`src/rtl/core/b64lw_pkg.sv`:
```
package b64lw_pkg;

   // Line length in characters; a line holds LINE_CHARS/4 groups, at least one.
   localparam int LINE_CHARS      = 64;
   localparam int GROUPS_PER_LINE = ((LINE_CHARS / 4) < 1) ? 1 : (LINE_CHARS / 4);
   localparam int GRP_W           = (GROUPS_PER_LINE > 1) ? $clog2(GROUPS_PER_LINE) : 1;

   // Group queue between the front and back ends.
   localparam int QUEUE_DEPTH = 2;
   localparam int QPTR_W      = (QUEUE_DEPTH > 1) ? $clog2(QUEUE_DEPTH) : 1;
   localparam int QCNT_W      = $clog2(QUEUE_DEPTH + 1);

   // Byte counts of a group.
   localparam logic [1:0] GROUP_ONE   = 2'd1;
   localparam logic [1:0] GROUP_TWO   = 2'd2;
   localparam logic [1:0] GROUP_THREE = 2'd3;

   // Character positions inside one group.
   localparam logic [2:0] POS_C0 = 3'd0;
   localparam logic [2:0] POS_C1 = 3'd1;
   localparam logic [2:0] POS_C2 = 3'd2;
   localparam logic [2:0] POS_C3 = 3'd3;
   localparam logic [2:0] POS_NL = 3'd4;

   // Special characters.
   localparam logic [6:0] CHAR_PAD   = 7'h3D;
   localparam logic [6:0] CHAR_NL    = 7'h0A;
   localparam logic [6:0] CHAR_PLUS  = 7'h2B;
   localparam logic [6:0] CHAR_SLASH = 7'h2F;

   // One complete group as handed from the front end to the back end.
   typedef struct packed {
      logic [23:0] word;
      logic [1:0]  total;
      logic        newline;
      logic        last;
   } group_type;

   typedef struct packed {
      logic full;
      logic empty;
   } q_stat_type;

   // Standard base64 alphabet.
   function automatic logic [6:0] enc_char(input logic [5:0] v);
      logic [6:0] ch;
      if (v < 6'd26) begin
         ch = 7'(v) + 7'h41;
      end else if (v < 6'd52) begin
         ch = 7'(v) + 7'h47;
      end else if (v < 6'd62) begin
         ch = 7'(v - 6'd52) + 7'h30;
      end else if (v == 6'd62) begin
         ch = CHAR_PLUS;
      end else begin
         ch = CHAR_SLASH;
      end
      return ch;
   endfunction

endpackage

```
`src/rtl/core/b64lw_if.sv`:
```
interface b64lw_req_if;
   logic       valid;
   logic       ready;
   logic [7:0] data_byte;
   logic       last_byte;

   modport source (output valid, output data_byte, output last_byte, input ready);
   modport sink   (input valid, input data_byte, input last_byte, output ready);
endinterface

interface b64lw_rsp_if;
   logic       valid;
   logic       ready;
   logic [6:0] out_char;
   logic       last_char;

   modport source (output valid, output out_char, output last_char, input ready);
   modport sink   (input valid, input out_char, input last_char, output ready);
endinterface

```
`src/rtl/core/b64lw_front.sv`:
```
module b64lw_front
   import b64lw_pkg::*;
(
   input  logic          clock,
   input  logic          reset,
   b64lw_req_if.sink     req_ch,
   input  q_stat_type    q_stat,
   output logic          push,
   output group_type     push_group
);

   logic [1:0]       held_count_ff, held_count_in;
   logic [7:0]       held0_ff, held0_in;
   logic [7:0]       held1_ff, held1_in;
   logic [GRP_W-1:0] groups_ff, groups_in;
   logic             accept;
   logic             line_full;
   logic [1:0]       total;

   assign req_ch.ready = !q_stat.full;
   assign accept       = req_ch.valid && req_ch.ready;
   assign push         = accept && ((held_count_ff == GROUP_TWO) || req_ch.last_byte);
   assign line_full    = (groups_ff == GRP_W'(GROUPS_PER_LINE - 1));
   assign total        = held_count_ff + 2'd1;

   always_comb begin
      push_group.total   = total;
      push_group.newline = line_full;
      push_group.last    = req_ch.last_byte;
      case (total)
         GROUP_ONE:   push_group.word = {req_ch.data_byte, 16'h0000};
         GROUP_TWO:   push_group.word = {held0_ff, req_ch.data_byte, 8'h00};
         default:     push_group.word = {held0_ff, held1_ff, req_ch.data_byte};
      endcase
   end

   always_comb begin
      held_count_in = held_count_ff;
      held0_in      = held0_ff;
      held1_in      = held1_ff;
      groups_in     = groups_ff;
      if (push) begin
         held_count_in = 2'd0;
         if (line_full || req_ch.last_byte) begin
            groups_in = '0;
         end else begin
            groups_in = groups_ff + GRP_W'(1);
         end
      end else if (accept) begin
         held_count_in = total;
         if (held_count_ff == 2'd0) begin
            held0_in = req_ch.data_byte;
         end else begin
            held1_in = req_ch.data_byte;
         end
      end
   end

   always_ff @(posedge clock) begin
      if (reset) begin
         held_count_ff <= 2'd0;
         groups_ff     <= '0;
      end else begin
         held_count_ff <= held_count_in;
         groups_ff     <= groups_in;
      end
      held0_ff <= held0_in;
      held1_ff <= held1_in;
   end

`ifndef ASSERT_OFF
   // A message end always leaves the front end with nothing pending.
   assert property (@(posedge clock) disable iff (reset)
      accept && req_ch.last_byte |=> (held_count_ff == 2'd0) && (groups_ff == '0))
      else $error("front end not cleared after last byte");
   assert property (@(posedge clock) disable iff (reset) held_count_ff != 2'd3)
      else $error("held byte count out of range");
`endif

endmodule

```
`src/rtl/core/b64lw_queue.sv`:
```
module b64lw_queue
   import b64lw_pkg::*;
(
   input  logic        clock,
   input  logic        reset,
   input  logic        push,
   input  group_type   push_group,
   input  logic        pop,
   output group_type   head,
   output q_stat_type  q_stat
);

   group_type         slot_ff [QUEUE_DEPTH];
   logic [QPTR_W-1:0] wr_ptr_ff, wr_ptr_in;
   logic [QPTR_W-1:0] rd_ptr_ff, rd_ptr_in;
   logic [QCNT_W-1:0] count_ff, count_in;
   logic              do_push;
   logic              do_pop;

   assign q_stat.full  = (count_ff == QCNT_W'(QUEUE_DEPTH));
   assign q_stat.empty = (count_ff == '0);
   assign do_push      = push && !q_stat.full;
   assign do_pop       = pop && !q_stat.empty;
   assign head         = slot_ff[rd_ptr_ff];

   function automatic logic [QPTR_W-1:0] next_ptr(input logic [QPTR_W-1:0] p);
      logic [QPTR_W-1:0] n;
      if (p == QPTR_W'(QUEUE_DEPTH - 1)) begin
         n = '0;
      end else begin
         n = p + QPTR_W'(1);
      end
      return n;
   endfunction

   always_comb begin
      wr_ptr_in = do_push ? next_ptr(wr_ptr_ff) : wr_ptr_ff;
      rd_ptr_in = do_pop ? next_ptr(rd_ptr_ff) : rd_ptr_ff;
      count_in  = count_ff;
      if (do_push && !do_pop) begin
         count_in = count_ff + QCNT_W'(1);
      end else if (do_pop && !do_push) begin
         count_in = count_ff - QCNT_W'(1);
      end
   end

   always_ff @(posedge clock) begin
      if (reset) begin
         wr_ptr_ff <= '0;
         rd_ptr_ff <= '0;
         count_ff  <= '0;
      end else begin
         wr_ptr_ff <= wr_ptr_in;
         rd_ptr_ff <= rd_ptr_in;
         count_ff  <= count_in;
      end
      if (do_push) begin
         slot_ff[wr_ptr_ff] <= push_group;
      end
   end

`ifndef ASSERT_OFF
   // The front end must never offer a group the queue cannot take.
   assert property (@(posedge clock) disable iff (reset) push |-> !q_stat.full)
      else $error("group pushed into a full queue");
`endif

endmodule

```
`src/rtl/core/b64lw_back.sv`:
```
module b64lw_back
   import b64lw_pkg::*;
(
   input  logic        clock,
   input  logic        reset,
   input  group_type   head,
   input  q_stat_type  q_stat,
   output logic        pop,
   b64lw_rsp_if.source rsp_ch
);

   group_type  cur_ff, cur_in;
   logic       cur_valid_ff, cur_valid_in;
   logic [2:0] pos_ff, pos_in;
   logic       out_valid_ff, out_valid_in;
   logic [6:0] out_char_ff, out_char_in;
   logic       out_last_ff, out_last_in;
   logic       load;
   logic [2:0] end_pos;
   logic       at_end;
   logic [6:0] ch;

   assign load    = cur_valid_ff && (!out_valid_ff || rsp_ch.ready);
   assign end_pos = cur_ff.newline ? POS_NL : POS_C3;
   assign at_end  = (pos_ff == end_pos);
   assign pop     = !cur_valid_ff || (load && at_end);

   always_comb begin
      case (pos_ff)
         POS_C0:  ch = enc_char(cur_ff.word[23:18]);
         POS_C1:  ch = enc_char(cur_ff.word[17:12]);
         POS_C2:  ch = (cur_ff.total == GROUP_ONE) ? CHAR_PAD
                                                   : enc_char(cur_ff.word[11:6]);
         POS_C3:  ch = (cur_ff.total != GROUP_THREE) ? CHAR_PAD
                                                     : enc_char(cur_ff.word[5:0]);
         default: ch = CHAR_NL;
      endcase
   end

   always_comb begin
      cur_in       = cur_ff;
      cur_valid_in = cur_valid_ff;
      pos_in       = pos_ff;
      out_valid_in = out_valid_ff;
      out_char_in  = out_char_ff;
      out_last_in  = out_last_ff;
      if (rsp_ch.ready) begin
         out_valid_in = 1'b0;
      end
      if (load) begin
         out_valid_in = 1'b1;
         out_char_in  = ch;
         out_last_in  = cur_ff.last && at_end;
         pos_in       = pos_ff + 3'd1;
      end
      if (pop) begin
         cur_in       = head;
         cur_valid_in = !q_stat.empty;
         pos_in       = POS_C0;
      end
   end

   always_ff @(posedge clock) begin
      if (reset) begin
         cur_valid_ff <= 1'b0;
         pos_ff       <= POS_C0;
         out_valid_ff <= 1'b0;
      end else begin
         cur_valid_ff <= cur_valid_in;
         pos_ff       <= pos_in;
         out_valid_ff <= out_valid_in;
      end
      cur_ff      <= cur_in;
      out_char_ff <= out_char_in;
      out_last_ff <= out_last_in;
   end

   assign rsp_ch.valid     = out_valid_ff;
   assign rsp_ch.out_char  = out_char_ff;
   assign rsp_ch.last_char = out_last_ff;

`ifndef ASSERT_OFF
   // A group never runs past its newline slot.
   assert property (@(posedge clock) disable iff (reset)
      cur_valid_ff |-> (pos_ff <= POS_NL))
      else $error("character position out of range");
   // The newline slot is only reached by groups that close a line.
   assert property (@(posedge clock) disable iff (reset)
      cur_valid_ff && (pos_ff == POS_NL) |-> cur_ff.newline)
      else $error("newline slot reached without line break");
`endif

endmodule

```
`src/rtl/core/base64_line_wrapped_encoder.sv`:
```
// Channel   Direction  Payload                 Meaning
// req_ch    in         data_byte, last_byte    one raw byte; last_byte ends the message
// rsp_ch    out        out_char, last_char     one base64 character, '=' or newline
//
// The back end emits one character per cycle while the response side is ready, four
// per group and a newline after a group that closes a line. Bytes are taken one per
// cycle while the two-entry group queue has room. In a long message the back end's
// character output then sets the pace, at 65 characters per 48 bytes. Reset is
// synchronous and active high and empties the queue, the pending bytes and the line
// count. A stalled response holds its character in the output register while the
// front end keeps taking requests until the queue fills.
module base64_line_wrapped_encoder
   import b64lw_pkg::*;
(
   input  logic        clock,
   input  logic        reset,
   b64lw_req_if.sink   req_ch,
   b64lw_rsp_if.source rsp_ch
);

   // Front end: collects bytes into groups of up to three and decides, per
   // group, whether a newline follows and whether the message ends there.
   logic       push;
   group_type  push_group;
   logic       pop;
   group_type  head;
   q_stat_type q_stat;

   b64lw_front u_front (
      .clock      (clock),
      .reset      (reset),
      .req_ch     (req_ch),
      .q_stat     (q_stat),
      .push       (push),
      .push_group (push_group)
   );

   // The queue decouples byte intake from character output.
   b64lw_queue u_queue (
      .clock      (clock),
      .reset      (reset),
      .push       (push),
      .push_group (push_group),
      .pop        (pop),
      .head       (head),
      .q_stat     (q_stat)
   );

   // Back end: turns one group into four characters plus an optional newline,
   // one character per cycle while rsp_ch is ready, through a registered output stage.
   b64lw_back u_back (
      .clock  (clock),
      .reset  (reset),
      .head   (head),
      .q_stat (q_stat),
      .pop    (pop),
      .rsp_ch (rsp_ch)
   );

endmodule

```
`src/flat_wrapper.sv`:
```
// flat-port wrapper written by rule: the top's interface ports become plain ports
module base64_line_wrapped_encoder_flat import b64lw_pkg::*;
  (clock, reset, req_ch_valid, req_ch_data_byte, req_ch_last_byte, req_ch_ready, rsp_ch_valid, rsp_ch_out_char, rsp_ch_last_char, rsp_ch_ready);
  b64lw_req_if req_ch_i ();
  b64lw_rsp_if rsp_ch_i ();
  input  logic clock;
  input  logic reset;
  input wire logic [$bits(req_ch_i.valid)-1:0] req_ch_valid;
  input wire logic [$bits(req_ch_i.data_byte)-1:0] req_ch_data_byte;
  input wire logic [$bits(req_ch_i.last_byte)-1:0] req_ch_last_byte;
  output wire logic [$bits(req_ch_i.ready)-1:0] req_ch_ready;
  output wire logic [$bits(rsp_ch_i.valid)-1:0] rsp_ch_valid;
  output wire logic [$bits(rsp_ch_i.out_char)-1:0] rsp_ch_out_char;
  output wire logic [$bits(rsp_ch_i.last_char)-1:0] rsp_ch_last_char;
  input wire logic [$bits(rsp_ch_i.ready)-1:0] rsp_ch_ready;
  assign req_ch_i.valid = req_ch_valid;
  assign req_ch_i.data_byte = req_ch_data_byte;
  assign req_ch_i.last_byte = req_ch_last_byte;
  assign req_ch_ready = req_ch_i.ready;
  assign rsp_ch_valid = rsp_ch_i.valid;
  assign rsp_ch_out_char = rsp_ch_i.out_char;
  assign rsp_ch_last_char = rsp_ch_i.last_char;
  assign rsp_ch_i.ready = rsp_ch_ready;
  base64_line_wrapped_encoder u_core (.clock(clock), .reset(reset), .req_ch(req_ch_i), .rsp_ch(rsp_ch_i));
endmodule
```
`config.mk`:
```
export PLATFORM = sky130hd
export DESIGN_NAME = base64_line_wrapped_encoder_flat
export DESIGN_NICKNAME = d
export VERILOG_FILES = /design/src/rtl/core/b64lw_pkg.sv /design/src/rtl/core/b64lw_if.sv /design/src/rtl/core/b64lw_front.sv /design/src/rtl/core/b64lw_queue.sv /design/src/rtl/core/b64lw_back.sv /design/src/rtl/core/base64_line_wrapped_encoder.sv /design/src/flat_wrapper.sv
export SDC_FILE = /design/constraint.sdc
export NUM_CORES = 1
export LEC_CHECK = 0
export ABC_AREA = 0
export BUFFER_PORTS_ARGS = -buffer_cell sky130_fd_sc_hd__buf_2
export CORE_ASPECT_RATIO = 1.25
export CORE_MARGIN = 10
export CORE_UTILIZATION = 56
export DETAILED_ROUTE_END_ITERATION = 7
export PLACE_DENSITY = 0.75
export SYNTH_ARGS = -nofsm -noshare
export SYNTH_HDL_FRONTEND = slang
export SYNTH_SLANG_ARGS = --single-unit
```
`constraint.sdc`:
```
create_clock -name clock -period 2.33 [get_ports clock]
set_input_delay 0.1165 -clock clock [delete_from_list [all_inputs] [get_ports clock]]
set_output_delay 0.1165 -clock clock [all_outputs]
set_load 0.01 [all_outputs]
```
==> metrics <==
final-stage net count 588; CP Launch Type flip-flop; Post-Synth XOR/XNOR Area 1.97%; GP Congestion 0.857; share of cells above drive strength 1 17.6%; Syn Inst Count 505; clk buf depth 2; top-level port count 23; Buffers on Ports 22; Die Ht 138 um; ant diodes 0; dominant cell type by area after synthesis edfxtp_1; worst setup path class flip-flop to flip-flop; # setup viols final 0; post-synthesis mux area share 5.90%; Via-to-Cell Ratio 5.96; ranking of synthesized cells by area edfxtp_1 52%, ha_1 6.0%, mux2_2 5.3%; Layout Utilization 66.7%; Std-Cell Rows 42; Wirelength per Cell 17.7 um; worst hold slack 27.9 ps; total grt overflow 0; sequential-to-total area share from yosys stat 57.0%; Clk pin slew, worst setup/hold paths 50 ps; Num CTS Buffers 17; Synth cell types 63; worst slew pin tran 606 ps; CTS tree done; Final Cycle Share 95.3%; First-pass DRT Iterations 4; Synth Area in Simple Gates 12.5%; average size of a mapped cell 12.3 sq um; crit path time final 2220 ps; area delta synth->final 15.0%; Die ar. 15700 sq um; Slew Limit Fails 0; top cells by count, synth 108 x edfxtp_1, 30 x ha_1, 29 x a21oi_1, 29 x mux2_2, 27 x inv_1; first-pass GRT wire length 20200 um; vias in the first global route 4065; clock sink count 123; Die Span X 114 um; RSZ-0062 raised after global routing false; Fin. Hold Viols 0; max-cap violation count 0; CTS root buf clkbuf_16; adder-cell share of the synthesized area 6.04%; #FFs+latches synth 123; Yosys warnings 0; total chip power 8.92 mW; Leakage Power 2.64 nW; DR DRC count 0; initial core utilization 58.0%; CTS H-tree depth 4; Tot GR Track Use 16.1%; Layout Skew 7.68 ps; post-route ant nets 0; Req. time, crit path 2460 ps; count leader, synth edfxtp_1; Post-synth EDFFs 108; number of antenna violations at the first check in global routing 0; vias 4113; hpwl dp 8380 um; largest family of logic cells by synthesized area compound AO/OA/AOI/OAI gates; worst min path class input port to flip-flop; WP data arrival 2350 ps; CP endpoint kind flip-flop; power per cell area 1250 nW/um^2; slew margin rel. 59.6%; routed wire length 12200 um; share of the synthesized area in the top cell type 52.2%; core region area 10700 sq um; Max VDD drop 0.642 mV; top_reg_cell synth edfxtp_1; status finished clean; compound-gate portion of the synthesized area 13.4%; Post-Syn Nets 548; fmax 450 MHz; initial detailed-routing violation count 307; synthesized cell area 6220 sq um; TNS Setup 0 ps; FFs w/ async S/R, synth 0%; largest fanout on the critical path 6; largest net degree at the start of global routing 30; clock latency at the later pin of the worst-skew pair 400 ps
## critical path, stage by stage (launching register included)
cell and delay (ps):
edfxtp_1 450, inv_1 110, ha_1 230, and3b_4 340, nor3_1 70, or4_1 470
a31oi_1 180, o2111ai_1 120
## routing by layer
layer | share of wire, % | global-route usage, %
met1 | 44 | 19.8
met2 | 49 | 25.8
met3 | 4.3 | 4.31
met4 | 2.9 | 7.60
met5 | 0 | 0
## repair_timing
item,in CTS,in global routing
resized for setup,0,1
endpoints found under the hold margin,16,0
hold buffers,8,0
setup buffers,0,0
endpoints found under the setup margin,0,1
## cells in the final DEF, fill, tap and decap left out, drive strengths merged, types with 21 or more instances in the layout
cell,instances
edfxtp,108
buf,35
ha,30
a21oi,30
mux2,29
inv,27
clkbuf,27
nand2,25
o21ai,21
## sequential cells by signal (all words and copies together), names as in the netlist
signal,count
u_core.u_front.groups_ff,4
u_core.u_queue.wr_ptr_ff,1
u_core.u_front.held0_ff,8
u_core.u_queue.slot_ff,56
u_core.u_back.cur_ff,28
u_core.u_queue.rd_ptr_ff,1
u_core.u_back.rsp_ch.valid,1
u_core.u_front.held_count_ff,2
u_core.u_front.held1_ff,8
u_core.u_back.pos_ff,3
u_core.u_queue.count_ff,2
u_core.u_back.rsp_ch.out_char,7
u_core.u_back.cur_valid_ff,1
u_core.u_back.rsp_ch.last_char,1
## layout make-up
type | instances | area [sq um]
well taps | 132 | 165
clock inverters | 5 | 30.0
clock buffers | 27 | 546
fillers | 790 | 3570
inverters | 27 | 101
multi-input cells | 333 | 2480
repair buffers | 43 | 288
flip-flops and latches | 123 | 3540
## final timing paths
path	startpoint	end	slack, ps	cells past startpoint
max	u_core.u_back.cur_ff[7]$_DFFE_PP_	u_core.u_back.rsp_ch.out_char[3]$_DFFE_PP_	110	7
min	req_ch_last_byte	u_core.u_queue.slot_ff[1][0]$_DFFE_PP_	30	1
max reg2reg	u_core.u_back.cur_ff[7]$_DFFE_PP_	u_core.u_back.rsp_ch.out_char[3]$_DFFE_PP_	110	7
min reg2reg	u_core.u_back.cur_valid_ff$_SDFFE_PP0P_	u_core.u_back.rsp_ch.valid$_SDFFE_PP0P_	470	2
## per-stage QoR
stage	worst slack (ps)	cell area, sq um	cells
finish	109	7150	690
global route	9.09	7150	690
CTS	123	7150	690
detailed placement	141	6490	650
global placement	213	6490	650
floorplan	176	6220	505
## where the power goes
part           total [mW]  switching, mW  internal [mW]
registers            3.52          0.435           3.08
logic                2.95           1.68           1.28
clock network        2.45          0.854           1.59
total                8.92           2.96           5.95
## kinds of logic (layout without fill, tap and decap cells)
group,Yosys count,after routing
XOR/XNOR,14,14
AO/OA/AOI/OAI,121,121
adder cells (fa/ha/maj),30,30
buffers and inverters,49,102
multiplexers,33,33
flip-flops,123,123
AND/OR/NAND/NOR,135,135
No activity file was read; power rests on OpenSTA's default activity.
